===== config.mk =====
export PLATFORM = sky130hd
export DESIGN_NAME = gamepad_deadzone_conditioner
export DESIGN_NICKNAME = d
export VERILOG_FILES = /design/src/hdl/gdc_pkg.sv /design/src/hdl/gdc_ctrl.sv /design/src/hdl/gdc_datapath.sv /design/src/hdl/gamepad_deadzone_conditioner.sv
export SDC_FILE = /design/constraint.sdc
export NUM_CORES = 2
export LEC_CHECK = 0
export ABC_AREA = 1
export ABC_CLOCK_PERIOD_IN_PS = 14300
export BUFFER_PORTS_ARGS = -buffer_cell sky130_fd_sc_hd__buf_4
export CAP_MARGIN = 30
export CELL_PAD_IN_SITES_DETAIL_PLACEMENT = 1
export CELL_PAD_IN_SITES_GLOBAL_PLACEMENT = 1
export CORE_MARGIN = 2
export CORE_UTILIZATION = 44
export CTS_CLUSTER_SIZE = 30
export DETAILED_ROUTE_END_ITERATION = 10
export GPL_TIMING_DRIVEN = 1
export PLACE_DENSITY = 0.89
export SYNTH_ARGS = -nofsm -noshare
export SYNTH_HDL_FRONTEND = slang
export SYNTH_HIERARCHICAL = 1
export SYNTH_SLANG_ARGS = --single-unit

===== constraint.sdc =====
create_clock -name clk -period 14.3 [get_ports clk]
set_clock_uncertainty 0.05 [all_clocks]
set_input_delay 0.715 -clock clk [delete_from_list [all_inputs] [get_ports clk]]
set_output_delay 0.715 -clock clk [all_outputs]
set_load 0.03 [all_outputs]

===== src/hdl/gdc_pkg.sv =====
// Shared types, constants and command structs for the gamepad dead-zone conditioner.
`default_nettype none

package gdc_pkg;

  localparam int FRAC_BITS   = 15;
  localparam int ROOT_STEPS  = 31;
  localparam int DIV_STEPS   = 17;
  localparam int CNT_W       = 5;
  localparam int NUM_W       = 47;
  localparam int ROOT_W      = 31;

  localparam logic [14:0] STICK_FULL = 15'd32767;
  localparam logic [7:0]  TRIG_FULL  = 8'd255;
  localparam logic [15:0] ONE_Q15    = 16'h8000;
  localparam logic [15:0] POS_MAX    = 16'h7FFF;
  localparam logic [15:0] NEG_MIN    = 16'h8000;

  localparam logic [1:0] REG_LEFT_STICK_DZ  = 2'd0;
  localparam logic [1:0] REG_RIGHT_STICK_DZ = 2'd1;
  localparam logic [1:0] REG_LEFT_TRIG_DZ   = 2'd2;
  localparam logic [1:0] REG_RIGHT_TRIG_DZ  = 2'd3;

  typedef enum logic [2:0] {
    JOB_LMAG, JOB_LX, JOB_LY, JOB_RMAG, JOB_RX, JOB_RY, JOB_LT, JOB_RT
  } job_t;

  typedef enum logic [2:0] {
    ST_IDLE, ST_SQ, ST_SUM, ST_ROOT, ST_DLOAD, ST_DIV, ST_STORE, ST_OUT
  } state_t;

  typedef struct packed {
    logic load;
    logic square;
    logic sum;
    logic root_step;
    logic div_load;
    logic div_step;
    logic store;
    logic publish;
    job_t job;
  } cmd_t;

  typedef struct packed {
    logic out_free;
  } status_t;

endpackage

`default_nettype wire


===== src/hdl/gdc_ctrl.sv =====
// Controller state machine that sequences squaring, root and division steps.
`default_nettype none

module gdc_ctrl
  import gdc_pkg::*;
(
  input  wire logic    clk,
  input  wire logic    rst,
  input  wire logic    in_valid,
  output logic         in_ready,
  input  wire status_t status,
  output cmd_t         cmd
);

  state_t state, state_next;
  job_t job, job_next;
  logic [CNT_W-1:0] cnt, cnt_next;

  always_ff @(posedge clk) begin
    if (rst) begin
      state <= ST_IDLE;
      job   <= JOB_LMAG;
      cnt   <= '0;
    end else begin
      state <= state_next;
      job   <= job_next;
      cnt   <= cnt_next;
    end
  end

  always_comb begin
    state_next = state;
    job_next   = job;
    cnt_next   = cnt;
    in_ready   = 1'b0;
    cmd        = '0;
    cmd.job    = job;
    unique case (state)
      ST_IDLE: begin
        in_ready = 1'b1;
        if (in_valid) begin
          cmd.load   = 1'b1;
          job_next   = JOB_LMAG;
          state_next = ST_SQ;
        end
      end
      ST_SQ: begin
        cmd.square = 1'b1;
        state_next = ST_SUM;
      end
      ST_SUM: begin
        cmd.sum    = 1'b1;
        cnt_next   = '0;
        state_next = ST_ROOT;
      end
      ST_ROOT: begin
        cmd.root_step = 1'b1;
        cnt_next      = cnt + 1'b1;
        if (cnt == CNT_W'(ROOT_STEPS - 1)) begin
          state_next = ST_DLOAD;
        end
      end
      ST_DLOAD: begin
        cmd.div_load = 1'b1;
        cnt_next     = '0;
        state_next   = ST_DIV;
      end
      ST_DIV: begin
        cmd.div_step = 1'b1;
        cnt_next     = cnt + 1'b1;
        if (cnt == CNT_W'(DIV_STEPS - 1)) begin
          state_next = ST_STORE;
        end
      end
      ST_STORE: begin
        cmd.store = 1'b1;
        unique case (job)
          JOB_LY: begin
            job_next   = JOB_RMAG;
            state_next = ST_SQ;
          end
          JOB_RT: begin
            state_next = ST_OUT;
          end
          default: begin
            job_next   = job_t'(job + 3'd1);
            state_next = ST_DLOAD;
          end
        endcase
      end
      ST_OUT: begin
        if (status.out_free) begin
          cmd.publish = 1'b1;
          state_next  = ST_IDLE;
        end
      end
      default: state_next = ST_IDLE;
    endcase
  end

endmodule

`default_nettype wire


===== src/hdl/gdc_datapath.sv =====
// Datapath: sample capture, squares, bit-serial root and divider, result registers.
`default_nettype none

module gdc_datapath
  import gdc_pkg::*;
(
  input  wire logic         clk,
  input  wire logic         rst,
  input  wire cmd_t         cmd,
  output status_t           status,
  input  wire logic         cfg_we,
  input  wire logic [1:0]   cfg_index,
  input  wire logic [14:0]  cfg_data,
  input  wire logic [95:0]  in_data,
  input  wire logic         in_conn,
  output logic              out_valid,
  input  wire logic         out_ready,
  output logic [175:0]      out_data
);

  // Configuration registers.
  logic [14:0] lsdz, rsdz;
  logic [7:0]  ltdz, rtdz;

  always_ff @(posedge clk) begin
    if (rst) begin
      lsdz <= 15'd7849;
      rsdz <= 15'd8689;
      ltdz <= 8'd30;
      rtdz <= 8'd30;
    end else if (cfg_we) begin
      unique case (cfg_index)
        REG_LEFT_STICK_DZ:  lsdz <= cfg_data;
        REG_RIGHT_STICK_DZ: rsdz <= cfg_data;
        REG_LEFT_TRIG_DZ:   ltdz <= cfg_data[7:0];
        REG_RIGHT_TRIG_DZ:  rtdz <= cfg_data[7:0];
        default: ;
      endcase
    end
  end

  // Captured sample.
  logic               conn;
  logic signed [15:0] lx, ly, rx, ry;
  logic [7:0]         lt, rt;
  logic [15:0]        btn;

  always_ff @(posedge clk) begin
    if (cmd.load) begin
      conn <= in_conn;
      lx   <= in_data[15:0];
      ly   <= in_data[31:16];
      rx   <= in_data[47:32];
      ry   <= in_data[63:48];
      lt   <= in_data[71:64];
      rt   <= in_data[79:72];
      btn  <= in_data[95:80];
    end
  end

  logic               right_side;
  logic signed [15:0] sx, sy;
  logic [14:0]        sdz;

  always_comb begin
    unique case (cmd.job)
      JOB_RMAG, JOB_RX, JOB_RY: right_side = 1'b1;
      default:                  right_side = 1'b0;
    endcase
    sx  = right_side ? rx : lx;
    sy  = right_side ? ry : ly;
    sdz = right_side ? rsdz : lsdz;
  end

  // Squares, each product registered.
  logic signed [31:0] px, py;
  logic [30:0]        xx, yy;
  logic [29:0]        dd;
  logic [31:0]        ssum;
  logic               in_zone;

  assign px = sx * sx;
  assign py = sy * sy;

  always_ff @(posedge clk) begin
    if (cmd.square) begin
      xx <= px[30:0];
      yy <= py[30:0];
      dd <= sdz * sdz;
    end
  end

  assign ssum = {1'b0, xx} + {1'b0, yy};

  // Bit-serial square root of (x^2 + y^2) << 30, two radicand bits per step.
  logic [61:0]       vsh;
  logic [32:0]       rem;
  logic [ROOT_W-1:0] root;
  logic [34:0]       rem_sh, rsub;
  logic              rok;

  assign rem_sh = {rem, vsh[61:60]};
  assign rsub   = {2'b00, root, 2'b01};
  assign rok    = rem_sh >= rsub;

  always_ff @(posedge clk) begin
    if (cmd.sum) begin
      in_zone <= ssum <= {2'b00, dd};
      vsh     <= {ssum, 30'd0};
      rem     <= '0;
      root    <= '0;
    end else if (cmd.root_step) begin
      vsh  <= {vsh[59:0], 2'b00};
      rem  <= rok ? 33'(rem_sh - rsub) : rem_sh[32:0];
      root <= {root[ROOT_W-2:0], rok};
    end
  end

  // Division setup for the current job.
  localparam logic [ROOT_W-1:0] CAP = ROOT_W'(32'd32767 << FRAC_BITS);

  logic               is_dir, is_trig;
  logic signed [15:0] dv;
  logic [16:0]        dabs;
  logic [ROOT_W-1:0]  rc;
  logic [14:0]        sden;
  logic [7:0]         tv, tdz, tden;
  logic [NUM_W-1:0]   num;
  logic [ROOT_W-1:0]  dsor;
  logic               zero_ld, one_ld;

  always_comb begin
    unique case (cmd.job)
      JOB_LX, JOB_RX, JOB_LY, JOB_RY: is_dir = 1'b1;
      default:                        is_dir = 1'b0;
    endcase
    unique case (cmd.job)
      JOB_LT, JOB_RT: is_trig = 1'b1;
      default:        is_trig = 1'b0;
    endcase
    unique case (cmd.job)
      JOB_LY, JOB_RY: dv = sy;
      default:        dv = sx;
    endcase
    dabs = dv[15] ? 17'(-{dv[15], dv}) : {1'b0, dv};
    rc   = (root > CAP) ? CAP : root;
    sden = STICK_FULL - sdz;
    tv   = (cmd.job == JOB_RT) ? rt : lt;
    tdz  = (cmd.job == JOB_RT) ? rtdz : ltdz;
    tden = TRIG_FULL - tdz;
    if (is_trig) begin
      num     = NUM_W'({tv - tdz, 15'd0}) + NUM_W'(tden >> 1);
      dsor    = ROOT_W'(tden);
      zero_ld = tv < tdz;
      one_ld  = tden == 8'd0;
    end else if (is_dir) begin
      num     = NUM_W'({dabs, 30'd0}) + NUM_W'(root >> 1);
      dsor    = root;
      zero_ld = in_zone;
      one_ld  = 1'b0;
    end else begin
      num     = NUM_W'(rc) - NUM_W'({sdz, 15'd0}) + NUM_W'(sden >> 1);
      dsor    = ROOT_W'(sden);
      zero_ld = in_zone;
      one_ld  = sden == 15'd0;
    end
  end

  // Restoring divider, one quotient bit per step.
  logic [31:0]           drem, dsh;
  logic [DIV_STEPS-1:0]  nlo, quot;
  logic [ROOT_W-1:0]     divr;
  logic                  dok, neg, zero_f, one_f;

  assign dsh = {drem[30:0], nlo[DIV_STEPS-1]};
  assign dok = dsh >= {1'b0, divr};

  always_ff @(posedge clk) begin
    if (cmd.div_load) begin
      drem   <= 32'(num[NUM_W-1:DIV_STEPS]);
      nlo    <= num[DIV_STEPS-1:0];
      quot   <= '0;
      divr   <= dsor;
      neg    <= dv[15];
      zero_f <= zero_ld;
      one_f  <= one_ld;
    end else if (cmd.div_step) begin
      drem <= dok ? dsh - {1'b0, divr} : dsh;
      nlo  <= {nlo[DIV_STEPS-2:0], 1'b0};
      quot <= {quot[DIV_STEPS-2:0], dok};
    end
  end

  logic [15:0] val;

  always_comb begin
    if (zero_f) begin
      val = '0;
    end else if (one_f) begin
      val = ONE_Q15;
    end else if (is_dir) begin
      if (neg) begin
        val = (quot > 17'd32768) ? NEG_MIN : 16'(-quot);
      end else begin
        val = (quot > 17'd32767) ? POS_MAX : quot[15:0];
      end
    end else begin
      val = quot[16] ? 16'hFFFF : quot[15:0];
    end
  end

  logic [15:0] res [8];

  always_ff @(posedge clk) begin
    if (cmd.store) begin
      res[cmd.job] <= val;
    end
  end

  // Output register and button history.
  logic [15:0] prev, now;

  assign now             = conn ? btn : 16'd0;
  assign status.out_free = !out_valid || out_ready;

  always_ff @(posedge clk) begin
    if (rst) begin
      out_valid <= 1'b0;
      prev      <= '0;
    end else if (cmd.publish) begin
      out_valid <= 1'b1;
      prev      <= now;
    end else if (out_ready) begin
      out_valid <= 1'b0;
    end
  end

  always_ff @(posedge clk) begin
    if (cmd.publish) begin
      out_data[127:0] <= conn ? {res[7], res[6], res[5], res[4],
                                 res[3], res[2], res[1], res[0]} : 128'd0;
      out_data[143:128] <= now;
      out_data[159:144] <= now & ~prev;
      out_data[175:160] <= prev & ~now;
    end
  end

endmodule

`default_nettype wire


===== src/hdl/gamepad_deadzone_conditioner.sv =====
// Top level of the gamepad dead-zone conditioner: controller plus datapath.
`default_nettype none

// The block takes one polled gamepad sample per request on the s_axis channel
// and returns one conditioned request on the m_axis channel. For each stick it
// applies a circular dead zone and gives a Q1.15 magnitude and unit direction;
// each trigger is thresholded and rescaled, and the button word is compared
// with the previous sample to give held, rising and falling masks.
// Work is sequential: a single bit-serial root unit (31 steps) serves both
// sticks, and a single restoring divider (17 steps) is shared by both sticks
// and both triggers, so a new sample is taken only after the last one has
// been handed to the output register.
// s_axis_tready is high only while no sample is being worked on. A finished
// request sits in the output register; the next sample is still accepted and
// worked on while the receiver stalls, and its results wait until the output
// register is free.
// Configuration writes (cfg_we, cfg_index, cfg_data) take effect at once and
// belong in idle periods. Reset restores the default dead zones, clears the
// previous button word and empties the output register.

module gamepad_deadzone_conditioner
  import gdc_pkg::*;
(
  input  wire logic         clk,
  input  wire logic         rst,
  input  wire logic         s_axis_tvalid,
  output logic              s_axis_tready,
  // left_stick_x, left_stick_y, right_stick_x, right_stick_y,
  // left_trigger_raw, right_trigger_raw, buttons_now
  input  wire logic [95:0]  s_axis_tdata,
  // connected
  input  wire logic         s_axis_tuser,
  output logic              m_axis_tvalid,
  input  wire logic         m_axis_tready,
  // left_magnitude, left_dir_x, left_dir_y, right_magnitude, right_dir_x,
  // right_dir_y, left_trigger_level, right_trigger_level, buttons_held,
  // button_rises, button_falls
  output logic [175:0]      m_axis_tdata,
  input  wire logic         cfg_we,
  input  wire logic [1:0]   cfg_index,
  input  wire logic [14:0]  cfg_data
);

  cmd_t    cmd;
  status_t status;

  gdc_ctrl u_ctrl (
    .clk      (clk),
    .rst      (rst),
    .in_valid (s_axis_tvalid),
    .in_ready (s_axis_tready),
    .status   (status),
    .cmd      (cmd)
  );

  gdc_datapath u_dp (
    .clk       (clk),
    .rst       (rst),
    .cmd       (cmd),
    .status    (status),
    .cfg_we    (cfg_we),
    .cfg_index (cfg_index),
    .cfg_data  (cfg_data),
    .in_data   (s_axis_tdata),
    .in_conn   (s_axis_tuser),
    .out_valid (m_axis_tvalid),
    .out_ready (m_axis_tready),
    .out_data  (m_axis_tdata)
  );

  // A sample in flight blocks the next one.
  a_one_in_flight: assert property (@(posedge clk) disable iff (rst)
    (s_axis_tvalid && s_axis_tready) |=> !s_axis_tready)
    else $error("second sample accepted while one is in flight");

  // A button cannot rise and fall in the same sample.
  a_rise_fall: assert property (@(posedge clk) disable iff (rst)
    m_axis_tvalid |-> ((m_axis_tdata[159:144] & m_axis_tdata[175:160]) == 16'd0))
    else $error("button both rising and falling");

  // Rising buttons are a subset of held buttons.
  a_rise_held: assert property (@(posedge clk) disable iff (rst)
    m_axis_tvalid |-> ((m_axis_tdata[159:144] & ~m_axis_tdata[143:128]) == 16'd0))
    else $error("rising button not held");

  // Left stick magnitude never exceeds full scale.
  a_mag_range: assert property (@(posedge clk) disable iff (rst)
    m_axis_tvalid |-> (m_axis_tdata[15:0] <= ONE_Q15))
    else $error("left magnitude beyond full scale");

endmodule

`default_nettype wire


==> flow_summary.yaml <==
detailed_routing:
  viasPerCell: 5.64
  initialDrtViolationCount: 5105
  firstDrtPassIters: 7
  drt-total-wl_um: 225000
  wl_per_cell_um: 24.3
  drc_errors: 0
  ant_nets: 0
  vias: 52349
placed_design:
  dp.cells: 9112
  io_buffers: 296
  dpl_cell_area_mm2: 0.0666
  hpwl_um: 167000
  gp_congestion: 0.963
clock_network:
  cts_tree: "done"
  cts_buffers: 82
  cts_hold_buffers: 0
  clockRootBuffer: "clkbuf_16"
  cts.sinks: 760
  cts_resized: 0
  cts.clk_slew.worst_paths_ns: 0.07
  cts.path.max_buffers: 3
  clock_latency_ns: 0.75
  cts_setup_buffers: 0
  cts_max_level: 3
timing:
  slew_headroom: 0.150
  tightest_slew_ns: 1.27
  rsz0062_at_grt: "no"
  final.period_utilization: 0.672
  hold_viol: 0
  period_minus_slack_ns: 9.62
  report.final.setup_viol: 0
  whs_ns: 0.0917
  maxSlewViolCount: 0
  timing.fmax_mhz: 104
  tns_ns: 0
critical_path:
  critPathCaptureType: "flip-flop"
  cp_top_family: "adder cells"
  r2r_cells: 25
  slowest_delay_ns: 0.80
  worstSetupPathType: "reg -> reg"
  crit_path_frequent_cell: "fa_1"
  cp_max_fo: 56
  cp.required_ns: 14.69
  path_buf_inv: 6
  cp.depth: 25
  r2r_slack_ns: 4.68
  critical_path_arrival_ns: 10.01
  worst_setup_path_start_kind: "flip-flop"
  rr_endpoint: "u_dp/yy[29]"
  slowest_stage: "buf_4"
  r2r-start: "u_ctrl/job[2]"
layout:
  stdcell_count: 9277
  final_nets: 8465
  fillers: 16415
  drive_gt1_frac: 0.0832
  ff_latch_area_mm2: 0.0213
  multi_input_area_mm2: 0.0344
  syn2layout_area_growth_pct: 12.0
  post-route-cell-area_mm2: 0.0696
global_route:
  top_usage_layer: "met2"
  met1_usage: 0.364
  antenna_found_initial: 14
  grt_usage: 0.310
  grt_pass1_vias: 57689
  met2_usage: 0.520
  overflow: 0
  grt_start_max_net_pins: 210
  use_met3: 0.0700
  grt_pass1_wl_um: 343000
yosys:
  yosysUniqueCellTypes: 62
  syn_inst: 7035
  ys_async_sr_fraction: 0
  synth_nets: 8173
  synth_edf_count: 604
  syn-mean-instance-area_um2: 8.84
  ys.flop_type: "edfxtp_1"
  synth-seq-cells: 760
  netlist_area_mm2: 0.0622
  yosys_warnings: 6
  ys_seq_area_frac: 0.342
floorplanning:
  top_level_ports: 297
  die_area_mm2: 0.144
  die_w_um: 380
  rows: 137
  dieHeight_um: 380
  initial_core_util: 0.445
  core_area_mm2: 0.140
run_status:
  run_status: "finished clean"
hold_path:
  min_path_type: "in -> reg"
  holdPathStages: 1
  min_from: "s_axis_tdata[38]"
  worstHoldEndpoint: "u_dp/rx[6]"
flow_run:
  cap_violations: 0
==> cell usage after synthesis, drive strengths merged, types with 9 or more instances <==
master  count  share of area
inv      1547          0.093
nand2    1364          0.083
nor2      636          0.040
edfxtp    604           0.29
fa        598           0.19
ha        421          0.085
o21ai     337          0.030
a21oi     324          0.026
nand3     245          0.020
dfxtp     156          0.050
xor2      131          0.018
clkbuf    106         0.0064
nand4      76         0.0077
xnor2      72          0.010
o22ai      53         0.0053
buf        50         0.0050
nor3       42         0.0035
o211ai     33         0.0040
a21o       32         0.0039
a31oi      30         0.0030
o21bai     30         0.0036
o31ai      27         0.0033
clkinv     13        0.00078
a21boi     12         0.0014
and2       11         0.0011
or2        11         0.0011
nor4       10         0.0010
nand3b      9         0.0011
==> cells by family (layout without fill, tap and decap cells) <==
| kind of cell | after synthesis | count (layout) | synth area share |
|---|---|---|---|
| and+or+nand+nor | 2413 | 2413 | 0.159 |
| buffers and inverters | 1716 | 2076 | 0.106 |
| adders and majority gates | 1019 | 1019 | 0.277 |
| AOI/OAI and AO/OA | 919 | 919 | 0.0867 |
| DFF | 760 | 760 | 0.342 |
| xor gates and xnor gates | 203 | 203 | 0.0286 |
| muxes | 5 | 5 | 0.000805 |
| other | 0 | 6 | 0 |
==> worst max path at each step <==
stage,startpoint,endpoint,slack (ns)
floorplan,m_axis_tready,u_dp/prev[1],5.47
global placement,u_ctrl/job[2],u_dp/yy[29],5.30
detailed placement,u_ctrl/job[2],u_dp/dd[26],4.71
CTS,u_ctrl/job[2],u_dp/dd[26],4.54
global route,u_ctrl/job[2],u_dp/yy[29],4.19
finish,u_ctrl/job[2],u_dp/yy[29],4.68
==> routing by layer <==
layer | vias to the layer above | routed length [um]
met5 | - | 11
li1 | 22795 | -
met1 | 26252 | 83100
met4 | 2 | 14900
met3 | 812 | 19100
met2 | 2488 | 108000
==> placed cells by master, fill, tap and decap left out, drive strengths merged, types with 2 or more instances in the layout <==
cell	synthesis	layout
nand3	245	245
ha	421	421
and3	5	5
o211ai	33	33
o22ai	53	53
nor2	636	636
clkbuf	106	108
a21oi	324	324
nor3	42	42
o21ai	337	337
a31oi	30	30
xor2	131	131
nand2	1364	1364
a211oi	6	6
buf	50	364
mux2i	5	5
edfxtp	604	604
o221ai	6	6
a31o	4	4
o31ai	27	27
a22o	6	6
nand4	76	76
o21bai	30	30
o21a	8	8
diode	0	6
nand3b	9	9
a221oi	5	5
a21o	32	32
nor4	10	10
clkinv	13	44
xnor2	72	72
bufinv	0	7
a21boi	12	12
and2	11	11
or2	11	11
dfxtp	156	156
o311ai	2	2
or4	3	3
inv	1547	1552
fa	598	598
==> through the flow <==
step,utilization,setup slack (ns)
floorplan,-,5.47
global placement,0.475,5.30
detailed placement,0.476,4.71
CTS,0.497,4.54
global route,0.498,4.19
finish,0.498,4.68
==> state kept, by name, indices dropped and copies added (netlist names), 16 cells and up <==
| name | count |
|---|---|
| u_dp/out_data | 176 |
| u_dp/rem | 33 |
| u_dp/prev | 16 |
| u_dp/drem | 31 |
| u_dp/xx | 30 |
| u_dp/ly | 16 |
| u_dp/res | 128 |
| u_dp/root | 31 |
| u_dp/nlo | 17 |
| u_dp/ry | 16 |
| u_dp/yy | 30 |
| u_dp/rx | 16 |
| u_dp/vsh | 32 |
| u_dp/divr | 31 |
| u_dp/lx | 16 |
| u_dp/btn | 16 |
| u_dp/quot | 17 |
| u_dp/dd | 29 |
==> layout make-up <==
class	count	area share
timing repair buffer	364	0.0406
clock inverter	44	0.00823
sequential	760	0.305
inverter	1560	0.0842
multi-input combinational	4559	0.494
clock buffer	108	0.0336
antenna	6	0.000216
tap	1876	0.0337
Power is not shown: default switching activity piles up to over one toggle a cycle in this logic, so the estimate is an artifact.
